$ cat src/sv/stb_pkg.sv
// Package for the software timer bank: sizes, opcode and status codes,
// controller states and the structs passed between controller and datapath.
// No dependencies.
package stb_pkg;

  localparam int NUM_TIMERS  = 16;
  localparam int TIME_BITS   = 32;
  localparam int MAX_RESULTS = 16;

  localparam int OP_W   = 4;
  localparam int SLOT_W = 4;
  localparam int PORT_TIME_W = 32;
  localparam int REM_W  = 33;
  localparam int IDX_W  = (NUM_TIMERS > 1) ? $clog2(NUM_TIMERS) : 1;
  localparam int CNT_W  = $clog2(MAX_RESULTS + 1);

  typedef enum logic [OP_W-1:0] {
    OP_TICK       = 4'd0,
    OP_SET        = 4'd1,
    OP_PLAY       = 4'd2,
    OP_PAUSE      = 4'd3,
    OP_STOP       = 4'd4,
    OP_RESET      = 4'd5,
    OP_RESTART    = 4'd6,
    OP_SET_REPEAT = 4'd7,
    OP_QUERY      = 4'd8
  } opcode_e;

  typedef enum logic [1:0] {
    ST_OK       = 2'd0,
    ST_NO_TIMER = 2'd1,
    ST_FULL     = 2'd2
  } status_e;

  typedef enum logic [2:0] {
    S_IDLE,
    S_DECODE,
    S_TICK_RD,
    S_TICK_EV,
    S_TICK_FLUSH,
    S_CMD_RD,
    S_CMD_EX
  } state_e;

  typedef struct packed {
    status_e              status;
    logic [SLOT_W-1:0]    slot;
    logic                 fired;
    logic [TIME_BITS-1:0] elapsed;
    logic [TIME_BITS-1:0] duration;
    logic                 last;
  } res_t;

  typedef struct packed {
    logic             load;
    logic             rd_en;
    logic             use_idx;
    logic             tick_ev;
    logic             flush;
    logic             cmd_ex;
    logic [IDX_W-1:0] idx;
  } ctrl_cmd_t;

  typedef struct packed {
    logic is_tick;
    logic is_unknown;
    logic ev_stall;
    logic pend_valid;
    logic out_free;
  } dp_stat_t;

endpackage

$ cat src/sv/stb_ctrl.sv
// Controller for the software timer bank: sequences input load, the per-slot
// tick sweep and single-slot commands. Depends on stb_pkg.
module stb_ctrl (
  input  logic               clk_i,
  input  logic               rst_ni,
  input  logic               in_valid_i,
  output logic               in_ready_o,
  input  stb_pkg::dp_stat_t  stat_i,
  output stb_pkg::ctrl_cmd_t cmd_o
);
  import stb_pkg::*;

  state_e           state_q, state_d;
  logic [IDX_W-1:0] idx_q, idx_d;
  logic             idx_last;

  assign idx_last = (idx_q == IDX_W'(NUM_TIMERS - 1));

  always_ff @(posedge clk_i or negedge rst_ni) begin
    if (!rst_ni) begin
      state_q <= S_IDLE;
      idx_q   <= '0;
    end else begin
      state_q <= state_d;
      idx_q   <= idx_d;
    end
  end

  // next state
  always_comb begin
    state_d = state_q;
    idx_d   = idx_q;
    unique case (state_q)
      S_IDLE: begin
        if (in_valid_i) state_d = S_DECODE;
      end
      S_DECODE: begin
        idx_d = '0;
        if (stat_i.is_tick)         state_d = S_TICK_RD;
        else if (stat_i.is_unknown) state_d = S_IDLE;
        else                        state_d = S_CMD_RD;
      end
      S_TICK_RD: begin
        state_d = S_TICK_EV;
      end
      S_TICK_EV: begin
        if (!stat_i.ev_stall) begin
          if (idx_last) begin
            state_d = S_TICK_FLUSH;
          end else begin
            idx_d   = idx_q + IDX_W'(1);
            state_d = S_TICK_RD;
          end
        end
      end
      S_TICK_FLUSH: begin
        if (!stat_i.pend_valid) state_d = S_IDLE;
      end
      S_CMD_RD: begin
        state_d = S_CMD_EX;
      end
      S_CMD_EX: begin
        if (stat_i.out_free) state_d = S_IDLE;
      end
      default: state_d = S_IDLE;
    endcase
  end

  // outputs
  always_comb begin
    in_ready_o    = 1'b0;
    cmd_o         = '0;
    cmd_o.idx     = idx_q;
    unique case (state_q)
      S_IDLE: begin
        in_ready_o = 1'b1;
        cmd_o.load = in_valid_i;
      end
      S_DECODE: ;
      S_TICK_RD: begin
        cmd_o.rd_en   = 1'b1;
        cmd_o.use_idx = 1'b1;
      end
      S_TICK_EV: begin
        cmd_o.use_idx = 1'b1;
        cmd_o.tick_ev = !stat_i.ev_stall;
      end
      S_TICK_FLUSH: begin
        cmd_o.flush = 1'b1;
      end
      S_CMD_RD: begin
        cmd_o.rd_en = 1'b1;
      end
      S_CMD_EX: begin
        cmd_o.cmd_ex = stat_i.out_free;
      end
      default: ;
    endcase
  end

endmodule

$ cat src/sv/stb_datapath.sv
// Datapath for the software timer bank: slot flags, elapsed and duration
// memories, fire/command evaluation, pending and output result registers.
// Depends on stb_pkg.
module stb_datapath (
  input  logic                                 clk_i,
  input  logic                                 rst_ni,
  input  stb_pkg::ctrl_cmd_t                   cmd_i,
  output stb_pkg::dp_stat_t                    stat_o,
  input  logic [stb_pkg::OP_W-1:0]             opcode_i,
  input  logic [stb_pkg::SLOT_W-1:0]           slot_i,
  input  logic [stb_pkg::PORT_TIME_W-1:0]      time_value_i,
  input  logic                                 repeat_flag_i,
  output logic                                 out_valid_o,
  input  logic                                 out_ready_i,
  output logic [1:0]                           status_o,
  output logic [stb_pkg::SLOT_W-1:0]           slot_out_o,
  output logic                                 fired_o,
  output logic [stb_pkg::PORT_TIME_W-1:0]      elapsed_out_o,
  output logic [stb_pkg::PORT_TIME_W-1:0]      duration_out_o,
  output logic signed [stb_pkg::REM_W-1:0]     remaining_out_o,
  output logic                                 last_o
);
  import stb_pkg::*;

  // latched item
  logic [OP_W-1:0]      op_q;
  logic [SLOT_W-1:0]    slot_q;
  logic [TIME_BITS-1:0] tv_q;
  logic                 rep_q;

  logic [NUM_TIMERS-1:0] valid_q, playing_q, repeat_q;

  logic [TIME_BITS-1:0] el_mem  [NUM_TIMERS];
  logic [TIME_BITS-1:0] dur_mem [NUM_TIMERS];
  logic [TIME_BITS-1:0] rd_el_q, rd_dur_q;

  res_t             pend_q, out_q, pend_d, out_d;
  logic             pend_valid_q, out_valid_q;
  logic [CNT_W-1:0] cnt_q;

  logic [IDX_W-1:0]   slot_idx, rd_addr, wr_addr, flag_addr, free_idx;
  logic               slot_hit, free_found, out_free;
  logic [TIME_BITS:0] sum;
  logic [TIME_BITS-1:0] e_sat, wr_el, wr_dur;
  logic               fire, report, ev_stall;
  logic               el_we, dur_we, flag_we, valid_nx, playing_nx, repeat_nx;
  logic               pend_ld, pend_clr, out_ld;

  assign slot_idx = IDX_W'(slot_q);
  assign slot_hit = (32'(slot_q) < NUM_TIMERS) && valid_q[slot_idx];
  assign rd_addr  = cmd_i.use_idx ? cmd_i.idx : slot_idx;
  assign out_free = !out_valid_q || out_ready_i;

  assign sum    = {1'b0, rd_el_q} + {1'b0, tv_q};
  assign e_sat  = sum[TIME_BITS] ? '1 : sum[TIME_BITS-1:0];
  assign fire   = valid_q[cmd_i.idx] && playing_q[cmd_i.idx] && (e_sat >= rd_dur_q);
  assign report = fire && (cnt_q < CNT_W'(MAX_RESULTS));
  assign ev_stall = report && pend_valid_q && !out_free;

  // lowest free slot
  always_comb begin
    free_found = 1'b0;
    free_idx   = '0;
    for (int i = NUM_TIMERS - 1; i >= 0; i--) begin
      if (!valid_q[i]) begin
        free_found = 1'b1;
        free_idx   = IDX_W'(i);
      end
    end
  end

  always_comb begin
    el_we      = 1'b0;
    dur_we     = 1'b0;
    wr_addr    = cmd_i.idx;
    wr_el      = '0;
    wr_dur     = tv_q;
    flag_we    = 1'b0;
    flag_addr  = slot_idx;
    valid_nx   = valid_q[slot_idx];
    playing_nx = playing_q[slot_idx];
    repeat_nx  = repeat_q[slot_idx];
    pend_ld    = 1'b0;
    pend_clr   = 1'b0;
    out_ld     = 1'b0;
    pend_d     = pend_q;
    out_d      = pend_q;

    if (cmd_i.tick_ev) begin
      if (valid_q[cmd_i.idx]) begin
        el_we = 1'b1;
        wr_el = (fire && repeat_q[cmd_i.idx]) ? '0 : e_sat;
        if (fire && !repeat_q[cmd_i.idx]) begin
          flag_we    = 1'b1;
          flag_addr  = cmd_i.idx;
          valid_nx   = 1'b0;
          playing_nx = playing_q[cmd_i.idx];
          repeat_nx  = repeat_q[cmd_i.idx];
        end
      end
      if (report) begin
        pend_ld         = 1'b1;
        pend_d.status   = ST_OK;
        pend_d.slot     = SLOT_W'(cmd_i.idx);
        pend_d.fired    = 1'b1;
        pend_d.elapsed  = repeat_q[cmd_i.idx] ? '0 : e_sat;
        pend_d.duration = rd_dur_q;
        pend_d.last     = 1'b0;
        out_ld          = pend_valid_q;
      end
    end

    if (cmd_i.flush && pend_valid_q && out_free) begin
      out_ld     = 1'b1;
      out_d.last = 1'b1;
      pend_clr   = 1'b1;
    end

    if (cmd_i.cmd_ex) begin
      out_ld         = 1'b1;
      out_d.status   = ST_OK;
      out_d.slot     = slot_q;
      out_d.fired    = 1'b0;
      out_d.elapsed  = rd_el_q;
      out_d.duration = rd_dur_q;
      out_d.last     = 1'b1;
      if (op_q == OP_SET) begin
        if (free_found) begin
          flag_we        = 1'b1;
          flag_addr      = free_idx;
          valid_nx       = 1'b1;
          playing_nx     = 1'b1;
          repeat_nx      = rep_q;
          el_we          = 1'b1;
          dur_we         = 1'b1;
          wr_addr        = free_idx;
          out_d.slot     = SLOT_W'(free_idx);
          out_d.elapsed  = '0;
          out_d.duration = tv_q;
        end else begin
          out_d.status   = ST_FULL;
          out_d.slot     = '0;
          out_d.elapsed  = '0;
          out_d.duration = '0;
        end
      end else if (!slot_hit) begin
        out_d.status   = ST_NO_TIMER;
        out_d.elapsed  = '0;
        out_d.duration = '0;
      end else begin
        wr_addr = slot_idx;
        unique case (op_q)
          OP_PLAY: begin
            flag_we    = 1'b1;
            playing_nx = 1'b1;
          end
          OP_PAUSE: begin
            flag_we    = 1'b1;
            playing_nx = 1'b0;
          end
          OP_STOP: begin
            flag_we  = 1'b1;
            valid_nx = 1'b0;
          end
          OP_RESET: begin
            el_we         = 1'b1;
            out_d.elapsed = '0;
          end
          OP_RESTART: begin
            el_we          = 1'b1;
            dur_we         = 1'b1;
            out_d.elapsed  = '0;
            out_d.duration = tv_q;
          end
          OP_SET_REPEAT: begin
            flag_we   = 1'b1;
            repeat_nx = rep_q;
          end
          default: ;
        endcase
      end
    end
  end

  always_ff @(posedge clk_i) begin
    if (cmd_i.load) begin
      op_q   <= opcode_i;
      slot_q <= slot_i;
      tv_q   <= TIME_BITS'(time_value_i);
      rep_q  <= repeat_flag_i;
    end
    if (cmd_i.rd_en) begin
      rd_el_q  <= el_mem[rd_addr];
      rd_dur_q <= dur_mem[rd_addr];
    end
    if (el_we)   el_mem[wr_addr]  <= wr_el;
    if (dur_we)  dur_mem[wr_addr] <= wr_dur;
    if (pend_ld) pend_q <= pend_d;
    if (out_ld)  out_q  <= out_d;
  end

  always_ff @(posedge clk_i or negedge rst_ni) begin
    if (!rst_ni) begin
      valid_q      <= '0;
      playing_q    <= '0;
      repeat_q     <= '0;
      pend_valid_q <= 1'b0;
      out_valid_q  <= 1'b0;
      cnt_q        <= '0;
    end else begin
      if (flag_we) begin
        valid_q[flag_addr]   <= valid_nx;
        playing_q[flag_addr] <= playing_nx;
        repeat_q[flag_addr]  <= repeat_nx;
      end
      if (cmd_i.load)   cnt_q <= '0;
      else if (pend_ld) cnt_q <= cnt_q + CNT_W'(1);
      if (pend_ld)       pend_valid_q <= 1'b1;
      else if (pend_clr) pend_valid_q <= 1'b0;
      if (out_ld)           out_valid_q <= 1'b1;
      else if (out_ready_i) out_valid_q <= 1'b0;
    end
  end

  assign stat_o.is_tick    = (op_q == OP_TICK);
  assign stat_o.is_unknown = (op_q > OP_QUERY);
  assign stat_o.ev_stall   = ev_stall;
  assign stat_o.pend_valid = pend_valid_q;
  assign stat_o.out_free   = out_free;

  assign out_valid_o     = out_valid_q;
  assign status_o        = out_q.status;
  assign slot_out_o      = out_q.slot;
  assign fired_o         = out_q.fired;
  assign elapsed_out_o   = PORT_TIME_W'(out_q.elapsed);
  assign duration_out_o  = PORT_TIME_W'(out_q.duration);
  assign remaining_out_o = REM_W'(out_q.duration) - REM_W'(out_q.elapsed);
  assign last_o          = out_q.last;

  a_cnt_bound: assert property (@(posedge clk_i) disable iff (!rst_ni)
    cnt_q <= CNT_W'(MAX_RESULTS))
    else $error("report count beyond limit");

  a_no_overwrite: assert property (@(posedge clk_i) disable iff (!rst_ni)
    out_ld |-> out_free)
    else $error("result register overwritten while stalled");

  a_pend_cmd: assert property (@(posedge clk_i) disable iff (!rst_ni)
    cmd_i.cmd_ex |-> !pend_valid_q)
    else $error("pending fire result left over during command");

endmodule

$ cat src/sv/software_timer_bank.sv
// Software timer bank, top level: NUM_TIMERS slots, each with valid, playing
// and repeat flags, an elapsed time and a duration.
// Input channel (in_valid_i/in_ready_o) takes one tick or command per transfer.
// Output channel (out_valid_o/out_ready_i) returns results; last_o marks the
// final result of an item. A tick gives one result per fired slot (at most
// MAX_RESULTS) and none when nothing fires; a command gives exactly one, an unknown opcode none.
// Timing: a command passes through the decode, read and execute states, loads the
// result register in the execute state once the output register is free, and then
// returns to idle to take the next item. A tick sweeps the slots one at a time
// through a read state and an evaluate state; the elapsed and duration memories
// have a single read address. A new item is taken when the previous one has placed
// all its results, even while a result is still waiting.
// Stall: a fire result is held in a pending register until the next fire or
// the end of the sweep decides last_o; the sweep pauses only when both that
// register and the output register are full.
// Reset: all slots free, no result pending, output valid low.
// Depends on stb_pkg, stb_ctrl, stb_datapath.
module software_timer_bank (
  input  logic                                 clk_i,
  input  logic                                 rst_ni,
  input  logic                                 in_valid_i,
  output logic                                 in_ready_o,
  input  logic [stb_pkg::OP_W-1:0]             opcode_i,
  input  logic [stb_pkg::SLOT_W-1:0]           slot_i,
  input  logic [stb_pkg::PORT_TIME_W-1:0]      time_value_i,
  input  logic                                 repeat_flag_i,
  output logic                                 out_valid_o,
  input  logic                                 out_ready_i,
  output logic [1:0]                           status_o,
  output logic [stb_pkg::SLOT_W-1:0]           slot_out_o,
  output logic                                 fired_o,
  output logic [stb_pkg::PORT_TIME_W-1:0]      elapsed_out_o,
  output logic [stb_pkg::PORT_TIME_W-1:0]      duration_out_o,
  output logic signed [stb_pkg::REM_W-1:0]     remaining_out_o,
  output logic                                 last_o
);
  import stb_pkg::*;

  ctrl_cmd_t cmd;
  dp_stat_t  stat;

  stb_ctrl u_ctrl (
    .clk_i      (clk_i),
    .rst_ni     (rst_ni),
    .in_valid_i (in_valid_i),
    .in_ready_o (in_ready_o),
    .stat_i     (stat),
    .cmd_o      (cmd)
  );

  stb_datapath u_dp (
    .clk_i           (clk_i),
    .rst_ni          (rst_ni),
    .cmd_i           (cmd),
    .stat_o          (stat),
    .opcode_i        (opcode_i),
    .slot_i          (slot_i),
    .time_value_i    (time_value_i),
    .repeat_flag_i   (repeat_flag_i),
    .out_valid_o     (out_valid_o),
    .out_ready_i     (out_ready_i),
    .status_o        (status_o),
    .slot_out_o      (slot_out_o),
    .fired_o         (fired_o),
    .elapsed_out_o   (elapsed_out_o),
    .duration_out_o  (duration_out_o),
    .remaining_out_o (remaining_out_o),
    .last_o          (last_o)
  );

  a_idle_clean: assert property (@(posedge clk_i) disable iff (!rst_ni)
    in_ready_o |-> !stat.pend_valid)
    else $error("fire result still pending while idle");

  a_fire_ok: assert property (@(posedge clk_i) disable iff (!rst_ni)
    (out_valid_o && fired_o) |-> (status_o == ST_OK))
    else $error("fire result with error status");

  a_stall_pend: assert property (@(posedge clk_i) disable iff (!rst_ni)
    stat.ev_stall |-> (stat.pend_valid && !stat.out_free))
    else $error("sweep stalled without full result registers");

endmodule

$ cat config.mk
export PLATFORM = sky130hd
export DESIGN_NAME = software_timer_bank
export DESIGN_NICKNAME = d
export VERILOG_FILES = /design/src/sv/stb_pkg.sv /design/src/sv/stb_ctrl.sv /design/src/sv/stb_datapath.sv /design/src/sv/software_timer_bank.sv
export SDC_FILE = /design/constraint.sdc
export NUM_CORES = 2
export LEC_CHECK = 0
export ABC_AREA = 1
export ABC_CLOCK_PERIOD_IN_PS = 9100
export BUFFER_PORTS_ARGS = -buffer_cell sky130_fd_sc_hd__buf_2
export CAP_MARGIN = 20
export CORE_MARGIN = 2
export CORE_UTILIZATION = 35
export CTS_CLUSTER_SIZE = 25
export DETAILED_ROUTE_END_ITERATION = 7
export HOLD_SLACK_MARGIN = 0.03
export SYNTH_ARGS = -nofsm -noshare
export SYNTH_HDL_FRONTEND = slang
export SYNTH_SLANG_ARGS = --single-unit
$ cat constraint.sdc
create_clock -name clk_i -period 9.1 [get_ports clk_i]
set_input_delay 1.82 -clock clk_i [delete_from_list [all_inputs] [get_ports clk_i]]
set_output_delay 1.82 -clock clk_i [all_outputs]
set_load 0.1 [all_outputs]
-- Word level (Yosys, flattened, before mapping)
Memory sizes are Yosys's and may differ from the RTL's. A register that Yosys moved wholly into a read port is not among the register bits.
Cells that the tools add are included.
- flip-flop bits (word level): 243
- memory bits (writable): 1024
- bits of input ports: 45
- output and inout bits: 107
- logic and storage cells: 236
- memories kept: 2
- add/subtract/negate cells: 4
- magnitude comparators: 7
- equal/unequal tests: 19
- muxes and demuxes: 154
- reductions and logical operators: 29
- memory list (memory ; words ; bits a word ; read ports ; clocked after Yosys merged registers in ; wr ports ; line ; text):
    u_dp.dur_mem ; 16 ; 32 ; 1 ; 1 ; 1 ; stb_datapath.sv:34 ; logic [TIME_BITS-1:0] dur_mem [NUM_TIMERS];
    u_dp.el_mem ; 16 ; 32 ; 1 ; 1 ; 1 ; stb_datapath.sv:33 ; logic [TIME_BITS-1:0] el_mem [NUM_TIMERS];
- operator list (cell ; number):
    $mux 32 ; 7
    $mux 64 ; 2
    $mux 4 ; 31
    $mux 1 ; 89
    $mux 70 ; 1
    $bwmux 16 ; 3
    $add 32x32->33 ; 1
    $sub 32x32->33 ; 1
    $ge 32x32->1 ; 1
    $bmux 1 s4 ; 6
    $mux 3 ; 7
    $pmux 3 s7 ; 1
    $eq 4x3->1 const B ; 4
    $lt 4x5->1 const B ; 3
    $logic_and 1x1->1 ; 10
    $mux 5 ; 2
    $eq 3x3->1 const B ; 3
    $eq 4x2->1 const B ; 2
    $ne 2x2->1 const B ; 4
    $pmux 4 s2 ; 1
    $reduce_bool 2->1 ; 4
    $reduce_or 2->1 ; 4
    $eq 3x2->1 const B ; 2
    $reduce_and 3->1 ; 2
    other kinds (18) ; 22

-- Longest topological paths before layout
- word-level depth: 24
- mapped depth: 38
- mapped depth without buffers: 36

-- By module
A second synthesis with hierarchy kept.
- cell total of the unflattened synthesis: 5343
- area, all modules: 59286.9 um2
- by module, submodules not included (module ; times used ; cells each ; area an instance (um2) ; sequential area each (um2)):
    stb_datapath ; 1 ; 5264 ; 58762.6 ; 39482.9
    stb_ctrl ; 1 ; 79 ; 524.3 ; 175.2

-- Least setup slack after synthesis
No wires, ideal clock.
- path kind: register -> register
- start: reg u_dp.tv_q[0]
- end: reg u_dp.out_q (netlist bit u_dp.duration_out_o[0]), enable pin
- setup time: 0.925 ns
- data arrival time: 5.598 ns
- required time: 8.175 ns
- setup slack: 2.577 ns
- cell stages (with the launch flop): 29
- buffers on the path: 1
- period minus slack after synthesis: 6.523 ns
- cells stage by stage: edfxtp_1 ha_1 fa_1 a31oi_1 o21bai_1 nand2_1 nand2_1 inv_1 o21ai_0 a21o_1 nand2_1 nand2_1 clkbuf_1 nor2_1 inv_1 ha_1 nand2_1 nor2_1 nand2_1 nor2_1 nor2_1 nand2_1 nand2_1 a21oi_2 nand4_4 nand2_1 inv_1 nand3_1 nand3_1
- longest elaborated chain between the ends: 12
- elaborated cells on any way between the ends: 13
- classes of those cells: add/sub: 1; order compare: 1; mux: 6; reduce/logical: 5
- ends and longest elaborated chain (element ; line ; text):
    start, declared ; stb_datapath.sv:28 ; logic [TIME_BITS-1:0] tv_q;
    start signal, assigned ; stb_datapath.sv:189 ; tv_q <= TIME_BITS'(time_value_i);
    $add 32x32->33 * ; stb_datapath.sv:54 ; assign sum = {1'b0, rd_el_q} + {1'b0, tv_q};
    $mux 32 * ; stb_datapath.sv:55 ; assign e_sat = sum[TIME_BITS] ? '1 : sum[TIME_BITS-1:0];
    named net u_dp.e_sat[15] ; stb_datapath.sv:44 ; logic [TIME_BITS-1:0] e_sat, wr_el, wr_dur;
    $ge 32x32->1 * ; stb_datapath.sv:56 ; assign fire = valid_q[cmd_i.idx] && playing_q[cmd_i.idx] && (e_sat >= rd_dur_q);
    $logic_and 1x1->1 * ; stb_datapath.sv:56 ;
    $logic_and 1x1->1 * ; stb_datapath.sv:57 ; assign report = fire && (cnt_q < CNT_W'(MAX_RESULTS));
    $logic_and 1x1->1 (2 in series) ; stb_datapath.sv:58 ; assign ev_stall = report && pend_valid_q && !out_free;
    $logic_not 1->1 ; - ;
    $mux 1 ; stb_ctrl.sv:74 ; unique case (state_q)
    $mux 1 * ; stb_datapath.sv:89 ; if (cmd_i.tick_ev) begin
    $mux 1 * ; stb_datapath.sv:113 ; if (cmd_i.flush && pend_valid_q && out_free) begin
    $mux 1 * ; stb_datapath.sv:119 ; if (cmd_i.cmd_ex) begin
    named net u_dp.out_ld ; stb_datapath.sv:47 ; logic pend_ld, pend_clr, out_ld;
    end signal, assigned ; stb_datapath.sv:199 ; if (out_ld) out_q <= out_d;
    end, declared ; stb_datapath.sv:37 ; res_t pend_q, out_q, pend_d, out_d;
The timed path passes the listed nets; every way through them passes the cells marked *.
A chain may end at the register's enable or synchronous reset.

-- Final worst setup path
- start: reg u_dp.tv_q[0]
- end: mem u_dp.el_mem[8][7] (data pin)
- longest elaborated chain between the ends: 10
- elaborated cells on any way between the ends: 13
- classes of those cells: add/sub: 1; order compare: 1; mux: 5; reduce/logical: 6
- ends and longest elaborated chain (element ; line):
    $add 32x32->33 * ; stb_datapath.sv:54
    $mux 32 * ; stb_datapath.sv:55
    named net u_dp.e_sat[29] ; stb_datapath.sv:44
    $ge 32x32->1 * ; stb_datapath.sv:56
    $logic_and 1x1->1 * ; stb_datapath.sv:56
    $logic_and 1x1->1 ; stb_datapath.sv:57
    $logic_and 1x1->1 (2 in series) ; stb_datapath.sv:58
    $logic_not 1->1 ; -
    $mux 1 ; stb_ctrl.sv:74
    $mux 32 * ; stb_datapath.sv:89
    named net u_dp.wr_el[7] ; stb_datapath.sv:44
    end, declared ; stb_datapath.sv:33
Marks and branches as above.

==> key figures <==
Power
  • Net Sw Power: 7360 uW
  • Power, Total: 19000 uW
  • PwrDens: 292 nW/um^2
  • Internal power: 11700 uW
  • Combinational share of power: 0.326
  • Sw frac: 0.387
  • Maximum VDD drop: 239 uV
  • Clock share of power: 0.279
  • Pleak: 0.0235 uW
  • Sequential group share of total power: 0.395

Place
  • Detailed placement HPWL: 107000 microns
  • Placed cells: 6999
  • PortBufs: 151
  • Final Wtd Congestion: 0.960

Global routing
  • Global route overflow: 0
  • GRT Resource Usage Total: 0.206
  • Antenna violations before repair: 6
  • Vias in the first global route: 37688
  • First-pass GRT wire length: 257000 microns
  • Largest net degree at the start of global routing: 187

Floorplan
  • Die width: 409 microns
  • Die height: 409 microns
  • Core Area: 163000 sq um
  • Die area: 167000 sq um
  • Ports: 152
  • Initial Util: 0.353
  • # rows: 148

Routing
  • Drt total wl: 177000 microns
  • Routed len/inst: 24.5 microns
  • DRC viols: 0
  • Starting DRT DRC Count: 4874
  • Metal3 WL: 14100 microns
  • Number of routed nets with antenna violations: 0
  • Highest metal used: met5
  • Via count: 40214
  • Met2 WL: 83700 microns
  • Post-route met1 wirelength: 73000 microns
  • First-pass DRT Iterations: 6
  • DR vias/cell: 5.55

Worst setup path
  • Crit path capture type: flop
  • CP Launch Type: flop
  • Buf+Inv Stages, Crit Path: 7
  • Crit Path Max Fanout: 31
  • Critical path depth: 30
  • Slowest-stage cell, CP: nor2_1
  • Critical path data arrival time: 7.60 ns
  • Worst EP required: 9.51 ns
  • Critical Path Sink: u_dp.el_mem[8][7]
  • Reg2reg setup slack: 1.91 ns
  • Reg2Reg Launch Point: u_dp.tv_q[0]
  • R2R Path End: u_dp.el_mem[8][7]
  • Cell family with most CP delay: simple AND/OR/NAND/NOR gates
  • Critical path class: reg -> reg
  • Cell mode on critical path: nand2_1
  • R2R cell count: 30
  • Critical path origin: u_dp.tv_q[0]
  • CP max stage delay: 0.99 ns

CTS
  • Post-CTS Resized: 0
  • Hold-fix buffers, CTS: 0
  • Cts bufs inserted: 134
  • CTS root buffer: clkbuf_16
  • CTS tree: yes
  • CTS clk-pin slew, worst paths: 0.07 ns
  • Post-CTS Setup Inserts: 0
  • Clock sink count: 1331
  • Clk_lat worst skew: 0.79 ns
  • CTS Buffer Depth: 3
  • H-tree Lvls: 4

Timing
  • # setup viols final: 0
  • Slew Limit Fails: 0
  • Worst clock skew: 0.0431 ns
  • Setup Total Neg Slack: 0 ns
  • RSZ-0062 raised after global routing: false
  • Fin. Hold Viols: 0
  • Tmin final: 7.19 ns
  • Worst Max-Slew Pin Slew: 1.15 ns
  • Max Clk Rate: 139 MHz
  • Final Cycle Share: 0.791
  • Worst slew margin: 0.234

Yosys
  • Syn Nets: 5002
  • Average size of a mapped cell: 11.8 sq um
  • Seq/Total Area, Yosys: 0.691
  • Synth cell types: 54
  • Post-synth EDFFs: 1269
  • Mapped Cells: 4857
  • Number of synthesized register bits: 1331
  • Netlist Area Pre-Place: 57400 sq um
  • Syn. warnings: 0
  • Ys flop type: edfxtp_1
  • Async set-or-reset flop fraction in the synthesized netlist: 0.0466

Finish
  • Nets: 5112
  • Layout cell share with drive strength beyond 1: 0.103
  • Antenna Cells: 0
  • Post-route insts no fill: 7246
  • Synthesis-to-layout area growth: 13.5%
  • FILL cells: 15310

Job
  • Max Cap Violations: 0

Status
  • Status: finished clean

Hold path
  • Worst Hold Class: reg -> reg
==> cell type report <==
class / instances / area (sq um) / area share
flip-flops and latches: 1331 / 39700 / 0.609
multi-input cells: 2980 / 16000 / 0.245
clock buffers: 166 / 3570 / 0.0548
well taps: 2175 / 2720 / 0.0418
repair buffers: 250 / 1600 / 0.0246
inverters: 270 / 1030 / 0.0159
clock inverters: 74 / 569 / 0.00874
==> cells in the mapped netlist, types with 3 or more instances <==
cell type	instances	area (sq um)
edfxtp_1	1269	38100
nor2_1	740	2780
o21ai_0	633	3170
nand2_1	609	2290
inv_1	257	965
clkbuf_1	236	886
nand3_1	193	966
o221ai_1	179	1570
a21oi_1	121	606
ha_1	98	1230
o211ai_1	92	691
o22ai_1	89	557
dfrtp_1	62	1550
a32o_1	33	330
xor2_1	29	254
buf_2	20	100
nand4_1	19	119
nor3_1	19	95.1
o21ai_1	16	80.1
xnor2_1	13	114
or2_2	12	75.1
a31oi_1	11	68.8
inv_2	11	41.3
o21a_1	11	82.6
a21o_1	10	75.1
buf_1	10	37.5
buf_4	8	60.1
o21bai_1	7	52.6
a21boi_0	5	37.5
nor2_2	5	31.3
a211oi_1	4	30.0
a221oi_1	3	26.3
o31ai_1	3	22.5
==> registers in the layout, summed over array words and instances, names as in the netlist, 2 cells and up <==
| name | flops |
|---|---|
| u_dp.slot_idx | 4 |
| u_ctrl.state_q | 3 |
| u_dp.dur_mem | 512 |
| u_dp.duration_out_o | 32 |
| u_dp.pend_q | 68 |
| u_dp.tv_q | 32 |
| u_dp.repeat_q | 16 |
| u_dp.status_o | 2 |
| u_dp.rd_dur_q | 32 |
| u_dp.slot_out_o | 4 |
| u_dp.valid_q | 16 |
| u_dp.playing_q | 16 |
| u_dp.elapsed_out_o | 32 |
| u_ctrl.idx_q | 4 |
| u_dp.op_q | 4 |
| u_dp.rd_el_q | 32 |
| u_dp.cnt_q | 5 |
| u_dp.el_mem | 512 |
==> logic make-up after synthesis <==
kind of cell | count (synthesis) | share of synthesized area
xor gates and xnor gates | 42 | 0.00641
muxes | 1 | 0.000196
and+or+nand+nor | 1612 | 0.113
adders and majority gates | 100 | 0.0221
DFF | 1331 | 0.691
AOI/OAI and AO/OA | 1225 | 0.130
buffers and inverters | 546 | 0.0369
==> layer usage <==
metal | global-route usage | vias up
li1 | - | 17986
met2 | 0.333 | 1790
met1 | 0.279 | 20118
met4 | 0.0797 | 4
met3 | 0.0324 | 316
met5 | 0 | -
==> placed cells by master (no fill, tap or decap), drive strengths merged, types with 33 or more instances in the layout <==
master  Yosys  layout
a21oi     123     123
dfrtp      62      62
nand3     195     195
o211ai     92      92
o221ai    179     179
edfxtp   1269    1269
o21ai     649     649
inv       268     277
ha         98      98
clkinv      2      57
buf        40     249
clkbuf    236     167
a32o       33      33
o22ai      89      89
nor2      747     747
nand2     611     611
==> power groups by stage <==
stage	logic (uW)	registers (uW)	clock network [uW]
2_1_floorplan	3910	7690	0
3_3_place_gp	6100	7640	0
5_1_grt	6720	7530	5610
6_report	6200	7530	5320
4_1_cts	6130	7520	5380
3_5_place_dp	6100	7650	0
==> how the worst min path moves through the flow <==
stage | cells after the start | endpoint | slack, ns | start
2_1_floorplan | 0 | u_dp.pend_q[10] | 0.43 | u_dp.rd_dur_q[9]
3_3_place_gp | 0 | u_dp.pend_q[3] | 0.43 | u_dp.rd_dur_q[2]
3_5_place_dp | 0 | u_dp.pend_q[3] | 0.44 | u_dp.rd_dur_q[2]
4_1_cts | 0 | u_dp.pend_q[3] | 0.43 | u_dp.rd_dur_q[2]
5_1_grt | 0 | u_dp.pend_q[3] | 0.46 | u_dp.rd_dur_q[2]
6_report | 0 | u_dp.pend_q[3] | 0.43 | u_dp.rd_dur_q[2]
==> stage by stage <==
stage | area, sq um | setup WS (ns) | util | hold slack [ns]
global placement | 60900 | 1.92 | 0.374 | 0.434
CTS | 65000 | 1.96 | 0.400 | 0.435
finish | 65100 | 1.91 | 0.400 | 0.427
detailed placement | 60900 | 1.99 | 0.374 | 0.435
global route | 65100 | 1.44 | 0.400 | 0.460
floorplan | 57400 | 2.58 | - | 0.426
==> worst register-to-register path, delay by kind of cell (launching register included) <==
family | cells | cell delay [ns]
compound gates | 9 | 1.64
fa+ha+maj | 3 | 1.06
buf+inv | 7 | 1.24
flops | 1 | 0.65
simple gates | 11 | 2.24
No activity file was read; power rests on OpenSTA's default activity.
